$ cat src/hw/rtl/cfs_pkg.sv
package cfs_pkg;

   localparam int MAX_FRAME_BYTES = 128;
   localparam int FRAME_AW        = $clog2(MAX_FRAME_BYTES);
   localparam int CNT_W           = $clog2(MAX_FRAME_BYTES + 1);

   // One frame buffer per job queue slot.
   localparam int JQ_DEPTH = 2;
   localparam int JQ_PW    = $clog2(JQ_DEPTH);
   localparam int JQ_CW    = $clog2(JQ_DEPTH + 1);
   localparam int MEM_AW   = JQ_PW + FRAME_AW;

   localparam int BYTE_W = 8;
   localparam int KEPT_W = 8;
   localparam int ID_W   = 8;

   localparam logic [ID_W-1:0] ID_MAX = 8'd254;
   localparam logic [ID_W-1:0] ID_SAT = 8'd255;

   localparam logic [BYTE_W-1:0] CH_M     = "m";
   localparam logic [BYTE_W-1:0] CH_X     = "X";
   localparam logic [BYTE_W-1:0] CH_STAR  = "*";
   localparam logic [BYTE_W-1:0] CH_LF    = 8'h0A;
   localparam logic [BYTE_W-1:0] CH_CR    = 8'h0D;
   localparam logic [BYTE_W-1:0] CH_V     = "v";
   localparam logic [BYTE_W-1:0] CH_UA    = "A";
   localparam logic [BYTE_W-1:0] CH_W     = "w";
   localparam logic [BYTE_W-1:0] CH_COLON = ":";
   localparam logic [BYTE_W-1:0] CH_H     = "h";
   localparam logic [BYTE_W-1:0] CH_DASH  = "-";
   localparam logic [BYTE_W-1:0] CH_PLUS  = "+";
   localparam logic [BYTE_W-1:0] CH_C     = "c";
   localparam logic [BYTE_W-1:0] CH_D     = "d";
   localparam logic [BYTE_W-1:0] CH_O     = "o";
   localparam logic [BYTE_W-1:0] CH_T     = "t";
   localparam logic [BYTE_W-1:0] CH_S     = "s";
   localparam logic [BYTE_W-1:0] CH_G     = "g";
   localparam logic [BYTE_W-1:0] CH_LA    = "a";
   localparam logic [BYTE_W-1:0] CH_I     = "i";
   localparam logic [BYTE_W-1:0] CH_0     = "0";
   localparam logic [BYTE_W-1:0] CH_9     = "9";

   typedef struct packed {
      logic [CNT_W-1:0] len;
      logic [CNT_W-1:0] bare;
      logic             raw;
      logic             ovf;
   } job_type;

   function automatic logic is_digit(input logic [BYTE_W-1:0] c);
      return (c >= CH_0) && (c <= CH_9);
   endfunction

   function automatic logic is_term(input logic [BYTE_W-1:0] c);
      return (c == CH_LF) || (c == CH_CR);
   endfunction

endpackage

$ cat src/hw/rtl/cfs_job_fifo.sv
module cfs_job_fifo import cfs_pkg::*; (
   input  logic             clock,
   input  logic             reset,
   input  logic             push,
   input  job_type          push_job,
   output logic             full,
   output logic [JQ_PW-1:0] tail_slot,
   input  logic             pop,
   output logic             valid,
   output job_type          head_job,
   output logic [JQ_PW-1:0] head_slot
);

   job_type          slots_ff [JQ_DEPTH];
   logic [JQ_PW-1:0] wr_ptr_ff, wr_ptr_in;
   logic [JQ_PW-1:0] rd_ptr_ff, rd_ptr_in;
   logic [JQ_CW-1:0] count_ff, count_in;

   always_comb begin
      wr_ptr_in = wr_ptr_ff;
      rd_ptr_in = rd_ptr_ff;
      count_in  = count_ff;
      if (push) begin
         wr_ptr_in = (wr_ptr_ff == JQ_PW'(JQ_DEPTH - 1)) ? '0 : wr_ptr_ff + JQ_PW'(1);
      end
      if (pop) begin
         rd_ptr_in = (rd_ptr_ff == JQ_PW'(JQ_DEPTH - 1)) ? '0 : rd_ptr_ff + JQ_PW'(1);
      end
      if (push && !pop) begin
         count_in = count_ff + JQ_CW'(1);
      end else if (pop && !push) begin
         count_in = count_ff - JQ_CW'(1);
      end
   end

   always_ff @(posedge clock) begin
      if (reset) begin
         wr_ptr_ff <= '0;
         rd_ptr_ff <= '0;
         count_ff  <= '0;
      end else begin
         wr_ptr_ff <= wr_ptr_in;
         rd_ptr_ff <= rd_ptr_in;
         count_ff  <= count_in;
      end
   end

   always_ff @(posedge clock) begin
      if (push) begin
         slots_ff[wr_ptr_ff] <= push_job;
      end
   end

   assign full      = (count_ff == JQ_CW'(JQ_DEPTH));
   assign valid     = (count_ff != '0);
   assign head_job  = slots_ff[rd_ptr_ff];
   assign head_slot = rd_ptr_ff;
   assign tail_slot = wr_ptr_ff;

   a_no_push_when_full: assert property (@(posedge clock) disable iff (reset)
      push |-> (count_ff < JQ_CW'(JQ_DEPTH)))
      else $error("job pushed into a full queue");

   a_no_pop_when_empty: assert property (@(posedge clock) disable iff (reset)
      pop |-> (count_ff != '0))
      else $error("job popped from an empty queue");

endmodule

$ cat src/hw/rtl/cfs_front.sv
module cfs_front import cfs_pkg::*; (
   input  logic              clock,
   input  logic              reset,
   input  logic              req_push,
   output logic              req_full,
   input  logic [BYTE_W-1:0] req_frame_byte,
   input  logic              req_last_byte,
   input  logic              req_raw_mode,
   input  logic              q_full,
   input  logic [JQ_PW-1:0]  wr_slot,
   output logic              job_push,
   output job_type           job_out,
   input  logic [MEM_AW-1:0] rd_addr,
   output logic [BYTE_W-1:0] rd_data
);

   logic [BYTE_W-1:0] mem [2**MEM_AW];
   logic [BYTE_W-1:0] rd_data_ff;

   logic [CNT_W-1:0] count_ff, count_in;
   logic [CNT_W-1:0] bare_ff, bare_in;
   logic             ovf_ff, ovf_in;

   logic             accept;
   logic             room;
   logic             store;
   logic [CNT_W-1:0] cnt_new;
   logic [CNT_W-1:0] bare_new;
   logic             ovf_new;

   assign accept = req_push && !q_full;
   assign room   = (count_ff < CNT_W'(MAX_FRAME_BYTES));
   assign store  = accept && room;

   // The end of the last byte that is not a terminator is tracked as bytes
   // arrive, so the parser never has to scan backward.
   always_comb begin
      cnt_new  = count_ff;
      bare_new = bare_ff;
      ovf_new  = ovf_ff;
      if (room) begin
         cnt_new = count_ff + CNT_W'(1);
         if (!is_term(req_frame_byte)) begin
            bare_new = count_ff + CNT_W'(1);
         end
      end else begin
         ovf_new = 1'b1;
      end
   end

   always_comb begin
      count_in = count_ff;
      bare_in  = bare_ff;
      ovf_in   = ovf_ff;
      if (accept) begin
         if (req_last_byte) begin
            count_in = '0;
            bare_in  = '0;
            ovf_in   = 1'b0;
         end else begin
            count_in = cnt_new;
            bare_in  = bare_new;
            ovf_in   = ovf_new;
         end
      end
   end

   always_ff @(posedge clock) begin
      if (reset) begin
         count_ff <= '0;
         bare_ff  <= '0;
         ovf_ff   <= 1'b0;
      end else begin
         count_ff <= count_in;
         bare_ff  <= bare_in;
         ovf_ff   <= ovf_in;
      end
   end

   always_ff @(posedge clock) begin
      if (store) begin
         mem[{wr_slot, count_ff[FRAME_AW-1:0]}] <= req_frame_byte;
      end
      rd_data_ff <= mem[rd_addr];
   end

   assign req_full     = q_full;
   assign job_push     = accept && req_last_byte;
   assign job_out.len  = cnt_new;
   assign job_out.bare = bare_new;
   assign job_out.raw  = req_raw_mode;
   assign job_out.ovf  = ovf_new;
   assign rd_data      = rd_data_ff;

endmodule

$ cat src/hw/rtl/cfs_back.sv
module cfs_back import cfs_pkg::*; (
   input  logic              clock,
   input  logic              reset,
   input  logic              quiet_time,
   input  logic              job_valid,
   input  job_type           job,
   input  logic [JQ_PW-1:0]  job_slot,
   output logic              job_pop,
   output logic [MEM_AW-1:0] rd_addr,
   input  logic [BYTE_W-1:0] rd_data,
   output logic              rsp_empty,
   input  logic              rsp_pop,
   output logic [KEPT_W-1:0] rsp_kept_length,
   output logic              rsp_append_newline,
   output logic              rsp_trimmed,
   output logic              rsp_display_motion,
   output logic              rsp_suppressed,
   output logic              rsp_dropped
);

   localparam int ST_W  = 4;
   localparam int ACC_W = 12;

   localparam logic [ST_W-1:0] S_IDLE = 4'd0;
   localparam logic [ST_W-1:0] S_M    = 4'd1;
   localparam logic [ST_W-1:0] S_A1   = 4'd2;
   localparam logic [ST_W-1:0] S_DIG  = 4'd3;
   localparam logic [ST_W-1:0] S_CMD  = 4'd4;
   localparam logic [ST_W-1:0] S_HAFT = 4'd5;
   localparam logic [ST_W-1:0] S_RUN  = 4'd6;
   localparam logic [ST_W-1:0] S_W1   = 4'd7;
   localparam logic [ST_W-1:0] S_W2   = 4'd8;
   localparam logic [ST_W-1:0] S_OUT  = 4'd9;

   logic [ST_W-1:0]   state_ff, state_in;
   logic [CNT_W-1:0]  idx_ff, idx_in;
   logic [CNT_W-1:0]  len_ff, len_in;
   logic [CNT_W-1:0]  kl_ff, kl_in;
   logic [CNT_W-1:0]  dstart_ff, dstart_in;
   logic [ID_W-1:0]   val_ff, val_in;
   logic [BYTE_W-1:0] cmd_ff, cmd_in;
   logic              raw_ff, raw_in;
   logic              wild_ff, wild_in;
   logic              found_ff, found_in;
   logic              hafter_ff, hafter_in;
   logic              drop_ff, drop_in;

   logic              out_valid_ff, out_valid_in;
   logic [KEPT_W-1:0] out_kept_ff;
   logic              out_nl_ff, out_trim_ff, out_motion_ff, out_supp_ff, out_drop_ff;

   logic              at_end;
   logic [CNT_W-1:0]  idx_p1, idx_p2;
   logic [3:0]        dig;
   logic [ACC_W-1:0]  acc;
   logic [ID_W-1:0]   val_next;
   logic [ST_W-1:0]   cmd_next;
   logic [CNT_W-1:0]  cmd_kl;
   logic              load;
   logic              motion;

   assign at_end   = (idx_ff >= len_ff);
   assign idx_p1   = idx_ff + CNT_W'(1);
   assign idx_p2   = idx_ff + CNT_W'(2);
   assign dig      = 4'(rd_data - CH_0);
   assign acc      = ACC_W'(val_ff) * ACC_W'(10) + ACC_W'(dig);
   assign val_next = (acc > ACC_W'(ID_SAT)) ? ID_SAT : acc[ID_W-1:0];

   // Known length of a recognized command whose character sits at idx_ff.
   always_comb begin
      cmd_next = S_OUT;
      cmd_kl   = len_ff;
      unique case (rd_data)
         CH_H: begin
            cmd_next = S_HAFT;
            cmd_kl   = idx_p1;
         end
         CH_C, CH_D: begin
            cmd_kl = idx_p1;
         end
         CH_V, CH_UA: begin
            cmd_kl = wild_ff ? len_ff : idx_p1;
         end
         CH_DASH: begin
            cmd_kl = (idx_p1 < len_ff) ? idx_p2 : idx_p1;
         end
         CH_PLUS, CH_O, CH_T, CH_S, CH_G, CH_LA, CH_I: begin
            cmd_next = S_RUN;
         end
         CH_W: begin
            cmd_next = S_W1;
         end
         default: begin
            cmd_next = S_OUT;
         end
      endcase
   end

   assign load = (state_ff == S_OUT) && (!out_valid_ff || rsp_pop);

   always_comb begin
      state_in  = state_ff;
      idx_in    = idx_p1;
      len_in    = len_ff;
      kl_in     = kl_ff;
      dstart_in = dstart_ff;
      val_in    = val_ff;
      cmd_in    = cmd_ff;
      raw_in    = raw_ff;
      wild_in   = wild_ff;
      found_in  = found_ff;
      hafter_in = hafter_ff;
      drop_in   = drop_ff;
      job_pop   = 1'b0;
      unique case (state_ff)
         S_IDLE: begin
            idx_in    = '0;
            found_in  = 1'b0;
            hafter_in = 1'b0;
            wild_in   = 1'b0;
            drop_in   = 1'b0;
            raw_in    = job.raw;
            len_in    = job.raw ? job.len : job.bare;
            kl_in     = job.raw ? job.len : job.bare;
            if (job_valid) begin
               if (job.ovf || (!job.raw && (job.bare == '0))) begin
                  drop_in  = 1'b1;
                  state_in = S_OUT;
               end else begin
                  state_in = S_M;
               end
            end
         end
         S_M: begin
            state_in = (rd_data == CH_M) ? S_A1 : S_OUT;
         end
         S_A1: begin
            if (at_end || (rd_data == CH_X)) begin
               state_in = S_OUT;
            end else if (rd_data == CH_STAR) begin
               wild_in  = 1'b1;
               state_in = S_CMD;
            end else if (is_digit(rd_data)) begin
               val_in   = ID_W'(dig);
               state_in = S_DIG;
            end else begin
               state_in = S_OUT;
            end
         end
         S_DIG, S_CMD: begin
            if (at_end) begin
               state_in = S_OUT;
            end else if ((state_ff == S_DIG) && is_digit(rd_data)) begin
               val_in = val_next;
            end else if ((state_ff == S_DIG) && (val_ff > ID_MAX)) begin
               state_in = S_OUT;
            end else begin
               found_in  = 1'b1;
               cmd_in    = rd_data;
               kl_in     = cmd_kl;
               dstart_in = idx_p1;
               state_in  = cmd_next;
            end
         end
         S_HAFT: begin
            // Outside raw mode the frame is cut right after the home command,
            // so nothing can follow it.
            hafter_in = at_end || !raw_ff || is_term(rd_data);
            state_in  = S_OUT;
         end
         S_RUN, S_W2: begin
            if (at_end || !is_digit(rd_data)) begin
               kl_in    = (idx_ff == dstart_ff) ? len_ff : idx_ff;
               state_in = S_OUT;
            end
         end
         S_W1: begin
            if (at_end || !is_digit(rd_data)) begin
               if (at_end || (idx_ff == dstart_ff) || (rd_data != CH_COLON)) begin
                  kl_in    = len_ff;
                  state_in = S_OUT;
               end else begin
                  dstart_in = idx_p1;
                  state_in  = S_W2;
               end
            end
         end
         S_OUT: begin
            if (load) begin
               job_pop  = 1'b1;
               state_in = S_IDLE;
            end
         end
         default: begin
            state_in = S_IDLE;
         end
      endcase
   end

   assign rd_addr = {job_slot, idx_in[FRAME_AW-1:0]};

   assign motion = found_ff &&
      ((cmd_ff == CH_DASH) || (cmd_ff == CH_PLUS) || ((cmd_ff == CH_H) && hafter_ff));

   assign out_valid_in = load ? 1'b1 : (rsp_pop ? 1'b0 : out_valid_ff);

   always_ff @(posedge clock) begin
      if (reset) begin
         state_ff     <= S_IDLE;
         out_valid_ff <= 1'b0;
      end else begin
         state_ff     <= state_in;
         out_valid_ff <= out_valid_in;
      end
   end

   always_ff @(posedge clock) begin
      idx_ff    <= idx_in;
      len_ff    <= len_in;
      kl_ff     <= kl_in;
      dstart_ff <= dstart_in;
      val_ff    <= val_in;
      cmd_ff    <= cmd_in;
      raw_ff    <= raw_in;
      wild_ff   <= wild_in;
      found_ff  <= found_in;
      hafter_ff <= hafter_in;
      drop_ff   <= drop_in;
   end

   always_ff @(posedge clock) begin
      if (load) begin
         if (drop_ff) begin
            out_kept_ff   <= '0;
            out_nl_ff     <= 1'b0;
            out_trim_ff   <= 1'b0;
            out_motion_ff <= 1'b0;
            out_supp_ff   <= 1'b0;
            out_drop_ff   <= 1'b1;
         end else begin
            out_kept_ff   <= KEPT_W'(raw_ff ? len_ff : kl_ff);
            out_nl_ff     <= !raw_ff && !(found_ff && (cmd_ff == CH_V) && !wild_ff);
            out_trim_ff   <= !raw_ff && (kl_ff < len_ff);
            out_motion_ff <= motion;
            out_supp_ff   <= motion && quiet_time;
            out_drop_ff   <= 1'b0;
         end
      end
   end

   assign rsp_empty          = !out_valid_ff;
   assign rsp_kept_length    = out_kept_ff;
   assign rsp_append_newline = out_nl_ff;
   assign rsp_trimmed        = out_trim_ff;
   assign rsp_display_motion = out_motion_ff;
   assign rsp_suppressed     = out_supp_ff;
   assign rsp_dropped        = out_drop_ff;

   a_idle_waits_for_job: assert property (@(posedge clock) disable iff (reset)
      ((state_ff == S_IDLE) && !job_valid) |=> (state_ff == S_IDLE))
      else $error("parser started without a queued frame");

   a_pop_needs_job: assert property (@(posedge clock) disable iff (reset)
      job_pop |-> job_valid)
      else $error("frame buffer released with no job present");

   a_kept_within_frame: assert property (@(posedge clock) disable iff (reset)
      ((state_ff == S_OUT) && !drop_ff) |-> (kl_ff <= len_ff))
      else $error("known command length runs past the frame");

   a_suppress_only_motion: assert property (@(posedge clock) disable iff (reset)
      (!rsp_empty && rsp_suppressed) |-> (rsp_display_motion && !rsp_dropped))
      else $error("suppressed verdict without display motion");

endmodule

$ cat src/hw/rtl/command_frame_sanitizer.sv
// Command frame sanitizer: loads one outbound command frame and returns one verdict for it.
// Input channel: one frame byte per transfer (push/full), with req_last_byte on the final
// byte and req_raw_mode sampled with it. Bytes are taken one per cycle while full is low.
// Result channel (empty/pop): one verdict per frame, held until it is popped.
// Config channel: csr_valid/csr_ready write the quiet time bit; ready is always high.
// Frames are stored in two frame buffers. While one frame is parsed, the next one loads
// into the other buffer; full rises only when both buffers hold frames awaiting a verdict.
// The parser reads the stored frame one byte per cycle through the buffer read port, taking
// one step per byte of the command prefix, id digits and payload digits walked, plus the
// step that finds their end. Overlong frames, and outside raw mode frames of terminators
// only, skip the walk. A stalled result register holds the parser at its final step;
// loading continues until both buffers are occupied. Reset clears the byte counter, the
// job queue, the result register and the quiet time bit; buffer contents are not cleared.
module command_frame_sanitizer import cfs_pkg::*; (
   input  logic              clock,
   input  logic              reset,
   input  logic              req_push,
   output logic              req_full,
   input  logic [BYTE_W-1:0] req_frame_byte,
   input  logic              req_last_byte,
   input  logic              req_raw_mode,
   output logic              rsp_empty,
   input  logic              rsp_pop,
   output logic [KEPT_W-1:0] rsp_kept_length,
   output logic              rsp_append_newline,
   output logic              rsp_trimmed,
   output logic              rsp_display_motion,
   output logic              rsp_suppressed,
   output logic              rsp_dropped,
   input  logic              csr_valid,
   output logic              csr_ready,
   input  logic              csr_wdata
);

   logic              quiet_ff, quiet_in;
   logic              q_full;
   logic              q_valid;
   logic              job_push;
   logic              job_pop;
   job_type           job_in;
   job_type           job_head;
   logic [JQ_PW-1:0]  head_slot;
   logic [JQ_PW-1:0]  tail_slot;
   logic [MEM_AW-1:0] rd_addr;
   logic [BYTE_W-1:0] rd_data;

   assign csr_ready = 1'b1;
   assign quiet_in  = (csr_valid && csr_ready) ? csr_wdata : quiet_ff;

   always_ff @(posedge clock) begin
      if (reset) begin
         quiet_ff <= 1'b0;
      end else begin
         quiet_ff <= quiet_in;
      end
   end

   cfs_front u_front (
      .clock          (clock),
      .reset          (reset),
      .req_push       (req_push),
      .req_full       (req_full),
      .req_frame_byte (req_frame_byte),
      .req_last_byte  (req_last_byte),
      .req_raw_mode   (req_raw_mode),
      .q_full         (q_full),
      .wr_slot        (tail_slot),
      .job_push       (job_push),
      .job_out        (job_in),
      .rd_addr        (rd_addr),
      .rd_data        (rd_data)
   );

   cfs_job_fifo u_jobq (
      .clock     (clock),
      .reset     (reset),
      .push      (job_push),
      .push_job  (job_in),
      .full      (q_full),
      .tail_slot (tail_slot),
      .pop       (job_pop),
      .valid     (q_valid),
      .head_job  (job_head),
      .head_slot (head_slot)
   );

   cfs_back u_back (
      .clock              (clock),
      .reset              (reset),
      .quiet_time         (quiet_ff),
      .job_valid          (q_valid),
      .job                (job_head),
      .job_slot           (head_slot),
      .job_pop            (job_pop),
      .rd_addr            (rd_addr),
      .rd_data            (rd_data),
      .rsp_empty          (rsp_empty),
      .rsp_pop            (rsp_pop),
      .rsp_kept_length    (rsp_kept_length),
      .rsp_append_newline (rsp_append_newline),
      .rsp_trimmed        (rsp_trimmed),
      .rsp_display_motion (rsp_display_motion),
      .rsp_suppressed     (rsp_suppressed),
      .rsp_dropped        (rsp_dropped)
   );

endmodule

$ cat config.mk
export PLATFORM = sky130hd
export DESIGN_NAME = command_frame_sanitizer
export DESIGN_NICKNAME = d
export VERILOG_FILES = /design/src/hw/rtl/cfs_pkg.sv /design/src/hw/rtl/cfs_job_fifo.sv /design/src/hw/rtl/cfs_front.sv /design/src/hw/rtl/cfs_back.sv /design/src/hw/rtl/command_frame_sanitizer.sv
export SDC_FILE = /design/constraint.sdc
export NUM_CORES = 2
export LEC_CHECK = 0
export BUFFER_PORTS_ARGS = -buffer_cell sky130_fd_sc_hd__buf_2
export CAP_MARGIN = 20
export CORE_UTILIZATION = 40
export DETAILED_ROUTE_END_ITERATION = 16
export PLACE_DENSITY = 0.5
export SKIP_LAST_GASP = 1
export SYNTH_ARGS = -nofsm -noshare
export SYNTH_HDL_FRONTEND = slang
export SYNTH_SLANG_ARGS = --single-unit
$ cat constraint.sdc
create_clock -name clock -period 4.6 [get_ports clock]
set_input_delay 0.92 -clock clock [delete_from_list [all_inputs] [get_ports clock]]
set_output_delay 0.92 -clock clock [all_outputs]
set_load 0.03 [all_outputs]
======== After elaboration in Yosys (flattened, before gate mapping) ========
Memory sizes are Yosys's and may differ from the RTL's. A register that Yosys moved wholly into a read port is not among the register bits.
Cells that the tools add are included.
operators by class
  add/sub/neg operators ................... 9
  multiply operators ...................... 1
  order comparisons ....................... 8
  equal/unequal tests ..................... 52
  mux-type cells .......................... 73
  bitwise operators ....................... 3
  reductions and logical operators ........ 61
operators by type and width
  cell                  count
  $mux 8                27
  $eq 8x7->1 const B    16
  $mux 4                12
  $eq 8x6->1 const B    5
  $eq 8x4->1 const B    4
  $pmux 4 s8            1
  $pmux 8 s2            2
  $pmux 8 s4            1
  $pmux 8 s3            1
  $mux 1                22
  $logic_and 1x1->1     17
  $add 8x1->8 const B   2
  $eq 4x3->1 const B    4
  $lt 8x8->1            2
  $reduce_bool 2->1     8
  $ne 2x1->1 const B    7
  $ne 2x2->1 const B    7
  $add 12x4->12         1
  $gt 12x8->1 const B   1
  $logic_or 1x1->1      12
  $pmux 4 s3            1
  $reduce_and 6->1      2
  $mul 8x3->11 const B  1
  $logic_not 1->1       9
  31 further kinds      42
storage, ports and cells
  flip-flop bits (word level) ............. 93
  RAM bits ................................ 2084
  input port bits ......................... 16
  output and inout bits ................... 16
  word-level logic and storage cells ...... 236
  memories ................................ 2
memory list
  memory           depth  width  rd ports  clocked after memory_dff  write ports  RTL line            source
  u_front.mem      256    8      1         1                         1            cfs_front.sv:17     logic [BYTE_W-1:0] mem [2**MEM_AW];
  u_jobq.slots_ff  2      18     1         1                         1            cfs_job_fifo.sv:14  job_type slots_ff [JQ_DEPTH];

======== Longest topological paths before layout ========
  depth in word-level cells ............... 8
  gate-level depth with buffers ........... 16

======== Cells and area by module ========
Synthesis repeated with hierarchy kept, for this count alone.
unflattened totals
  cells, all modules ...................... 4586
  area, all modules ....................... 87582.7 sq um
by module, submodules not included
  module                   instances  cells each  area an instance (sq um)  seq. area each (sq um)
  cfs_front                1          3986        80991.4                   61999.5
  cfs_back                 1          517         5036.1                    2001.9
  cfs_job_fifo             1          78          1510.2                    1181.1
  command_frame_sanitizer  1          5           45.0                      20.0

======== Worst setup path before layout ========
OpenSTA, ideal clock, no wires.
  path type ............................... reg2reg
  start point ............................. reg u_back.idx_ff[0]
  end point ............................... reg u_back.dstart_ff[0], enable pin
  setup time .............................. 0.386 ns
  arrival ................................. 3.681 ns
  slack ................................... 0.533 ns
  stages on the path, launching flop included .. 15
  cell sequence ........................... dfxtp_1 -> inv_1 -> buf_2 -> buf_2 -> buf_4 -> buf_2 -> buf_2 -> ha_1 -> nand2b_1 -> a21o_1 -> a211oi_1 -> o31a_1 -> clkbuf_1 -> o221ai_1 -> a211oi_1
between the ends
  word-level cells in the longest chain between the ends .. 5
  elaborated cells on any way between the ends .. 9
  those cells by class .................... order compare (1); eq/ne (4); reduce/logical (4)
ends and longest elaborated chain
  item                                             RTL line                         source
  from (decl)                                      cfs_back.sv:36                   logic [CNT_W-1:0] idx_ff, idx_in;
  from (signal assigned)                           cfs_back.sv:218                  idx_ff <= idx_in;
  $ge 8x8->1 / $eq 8x8->1 (equally long branches)  cfs_back.sv:62, cfs_back.sv:179
  $logic_or 1x1->1 (2 in a row)                    cfs_back.sv:179                  if (at_end || (idx_ff == dstart_ff) || (rd_data != CH_COLON)) begin
  $ne 2x2->1 (no source line)                      n/a
  $reduce_and 6->1 (no source line) (*)            n/a
  to (signal assigned)                             cfs_back.sv:221                  dstart_ff <= dstart_in;
  to (decl)                                        cfs_back.sv:39                   logic [CNT_W-1:0] dstart_ff, dstart_in;
Every way passes the cells marked *; elsewhere a longest branch is shown, timed or not.
A chain may end at the register's enable or synchronous reset.

======== Worst setup path in the final report ========
  start point ............................. reg u_back.state_ff[3]
  end point ............................... reg u_front.rd_data_ff[6] (netlist: u_front.rd_data[6]) (read register of u_front.mem)
between the ends
  word-level cells in the longest chain between the ends .. 2
ends and longest elaborated chain
  item                    RTL line         source
  from (decl)             cfs_back.sv:35   logic [ST_W-1:0] state_ff, state_in;
  from (signal assigned)  cfs_back.sv:212  state_ff <= state_in;
  $logic_not 4->1         cfs_back.sv:115  unique case (state_ff)
  $mux 7                  cfs_back.sv:115
  to (decl)               cfs_front.sv:18  logic [BYTE_W-1:0] rd_data_ff;
No other way between the ends.

==> reports/metrics.cfg <==
[sta]
finalCritPeriodShare_pct = 97.4
period_needed_ns = 4.48
relSlewSlack_pct = 25.0
setup_viol = 0
fmax_mhz = 223
drv_slew = 0
skew_ns = 0.0503
rsz0062_at_grt = false
hold_viol = 0
worst_pin_slew_ns = 1.12

[run_status]
status = complete, no violations

[placement]
dpl.hpwl_mm = 188
dpl_cell_area_mm2 = 0.0931
portBuffers = 30
gp_congestion = 0.951

[synthesis]
ys_ff_latch = 2186
syn-cell-area_mm2 = 0.0884
async_flop_share_pct = 0
ys.flop_type = edfxtp_1
synth_cell_type_count = 89
syn_area_per_cell_um2 = 15.4
seq_area_frac_synth_pct = 73.7
ys_warn_count = 0
syn_inst = 5726
synth_enable_flop_cells = 2142
syn-num-nets = 5790

[setup_path]
cpMostUsedCell = buf_12
crit_path_top_delay_cell = a211oi_1
crit_fanout = 49
endpoint_kind = flip-flop
crit_path_cell_trace = or4_4 > buf_12 > nand2_8 > buf_12 > buf_4 > o22ai_1 > o21ai_0 > nand3_1 > a211oi_1 > a21oi_1 > nand4_1
critical-path-top-delay-family = compound AO/OA/AOI/OAI gates
arrival_ns = 5.29
slowest_delay_ns = 0.78
start_kind = flip-flop
worst-path-buf-inv = 3
critPathKind = reg -> reg
critPathRequiredTime_ns = 5.41

[clock_tree]
cts.sink_count = 2186
root_buffer = clkbuf_16
postCtsSetupRepairBufs = 0
cts_tree = built
cts_buffers = 228
clk_pin_slew_ns = 0.06
htree_levels = 4
holdBufCountCts = 0
post_cts_resized = 1
clockBufferDepth = 3
clk_latency_ns = 0.89

[pwr]
ir_drop_v = 0.000382
swShare_pct = 32.4
switchingPower_mw = 17.5
power_frac_clock_pct = 33.9
total_power_mw = 54.0
power_leakage_nw = 32.0
power_density_mw_per_mm2 = 537
power.share.combinational_pct = 24.3
p_int_mw = 36.5
power_frac_seq_pct = 41.7

[die]
ios = 32
rows = 172
die-width_um = 472
fp.coreArea_mm2 = 0.220
start_util_pct = 40.2
die_area_mm2 = 0.223
die_y_um = 472

[detailed_routing]
first_pass_iters = 8
routedWlPerCell_um = 33.1
ant_nets = 0
drt_iter0_drc = 6436
drcViolationCount = 0
num_vias = 54000
vias_per_cell = 5.99
wirelength_mm = 298

[final_layout]
final_cell_area_mm2 = 0.101
regArea_mm2 = 0.0652
area_growth_pct = 13.7
multi_input_area_mm2 = 0.0215
drive_gt1_share_pct = 14.0
final_nets = 5912
fillCellCount = 19000

[global_routing]
grt_use_total_pct = 26.5
antenna_found_initial = 13
overflow = 0
grt_pass1_vias = 51600
grt_max_degree = 157
grt_pass1_wl_mm = 416

[job]
drv_cap = 0

[worst_hold_path]
min_path_type = in -> reg

area by class of cell:
type,count,share of cell area [%]
Antenna cell,5,0.0124
Clock inverter,138,1.34
Tap cell,2958,3.68
Clock buffer,285,6.00
Timing Repair Buffer,275,2.53
Multi-Input combinational cell,3116,21.4
Sequential cell,2186,64.9
Inverter,41,0.190
cell usage after synthesis, types with 7 or more instances:
master	count	area (um2)
a211o_1	16	140
a211oi_1	50	375
a21o_1	21	158
a21oi_1	337	1690
a221oi_1	9	78.8
a222oi_1	9	90.1
a22oi_1	102	766
a311o_1	9	90.1
a311oi_1	19	166
a31oi_1	71	444
a32oi_1	25	219
and2_1	21	131
and3_1	24	150
buf_1	48	180
buf_2	164	821
buf_4	7	52.6
clkbuf_1	161	604
dfxtp_1	44	881
edfxtp_1	2142	64300
ha_1	46	576
inv_1	34	128
mux2_2	114	1280
mux2i_1	386	3860
mux4_2	86	1940
nand2_1	529	1990
nand2b_1	11	68.8
nand3_1	106	531
nand3b_1	8	60.1
nand4_1	37	231
nor2_1	360	1350
nor2b_1	13	81.3
nor3_1	27	135
nor4_1	19	119
o2111ai_1	8	70.1
o211ai_1	52	390
o21a_1	9	67.6
o21ai_0	187	936
o221ai_1	88	771
o22ai_1	157	982
o31ai_1	13	97.6
or3_1	10	62.6
xnor2_1	18	158
xor2_1	22	193
per-stage QoR:
step	worst slack (ns)	util, %	cells	hold slack, ns	setup TNS (ns)
after floorplan	0.533	-	5726	0.406	0
after global placement	-0.0986	42.4	8573	0.476	-0.0986
after detailed placement	-0.0310	42.4	8575	0.482	-0.0310
after CTS	0.0159	45.7	8998	0.185	0
after global routing	0.0882	45.7	9000	0.213	0
final	0.117	45.7	9004	0.251	0
sequential cells by signal, summed over array words and instances, names as in the netlist, 2 cells and up, named ones only:
signal                  cells
u_back.cmd_ff               8
u_back.dstart_ff            8
u_back.idx_ff               8
u_back.kl_ff                8
u_back.len_ff               8
u_back.rsp_kept_length      8
u_back.state_ff             4
u_back.val_ff               8
u_front.bare_ff             8
u_front.count_ff            8
u_front.mem              2048
u_front.rd_data             8
u_jobq.count_ff             2
u_jobq.slots_ff            36
cell families after synthesis:
family,count (synthesis),synth area share [%]
fa+ha+maj,48,0.696
other cells,1,0.00424
flops,2186,73.7
xor+xnor,41,0.427
mux,586,8.01
compound gates,1245,9.18
buf+inv,424,2.09
simple gates,1195,5.84
layout by cell type, fill, tap and decap left out, types with 37 or more instances in the layout:
cell and instances:
nand4_1 37, buf_12 38, clkinv_2 44, nor2_1 358
clkinv_1 48, edfxtp_1 2142, a22oi_1 102, o211ai_1 52
a211oi_1 50, nand2_1 520, mux2_2 114, ha_1 45
nand3_1 106, o22ai_1 157, a21oi_1 337, dfxtp_1 43
o21ai_0 186, mux2i_1 386, o221ai_1 88, buf_4 205
mux4_2 86, clkbuf_16 231, a31oi_1 71, clkbuf_1 49
power by group through the flow:
stage	clock network (mW)	registers, mW	logic (mW)
after global placement	0	23.0	13.0
final	18.3	22.6	13.1
after detailed placement	0	23.0	13.0
after floorplan	0	22.7	7.08
after CTS	18.6	22.5	13.0
after global routing	19.3	22.6	13.6
path summary, 6_finish.rpt:
kind	from	endpoint	slack, ns	cells after the start
min	req_raw_mode	u_jobq.slots_ff[0][1]	0.25	1
min reg2reg	quiet_ff	quiet_ff	0.50	2
max	u_back.state_ff[3]	u_front.rd_data[6]	0.12	11
max reg2reg	u_back.state_ff[3]	u_front.rd_data[6]	0.12	11
routing by layer:
layer / wire length (um) / vias up / GRT usage (%)
li1: - / 22800 / -
met1: 123000 / 28000 / 36.8
met2: 138000 / 2591 / 41.6
met3: 25300 / 482 / 5.01
met4: 11600 / 0 / 9.54
met5: 0 / - / 0
Note: power is estimated with default switching activity, not from simulation.
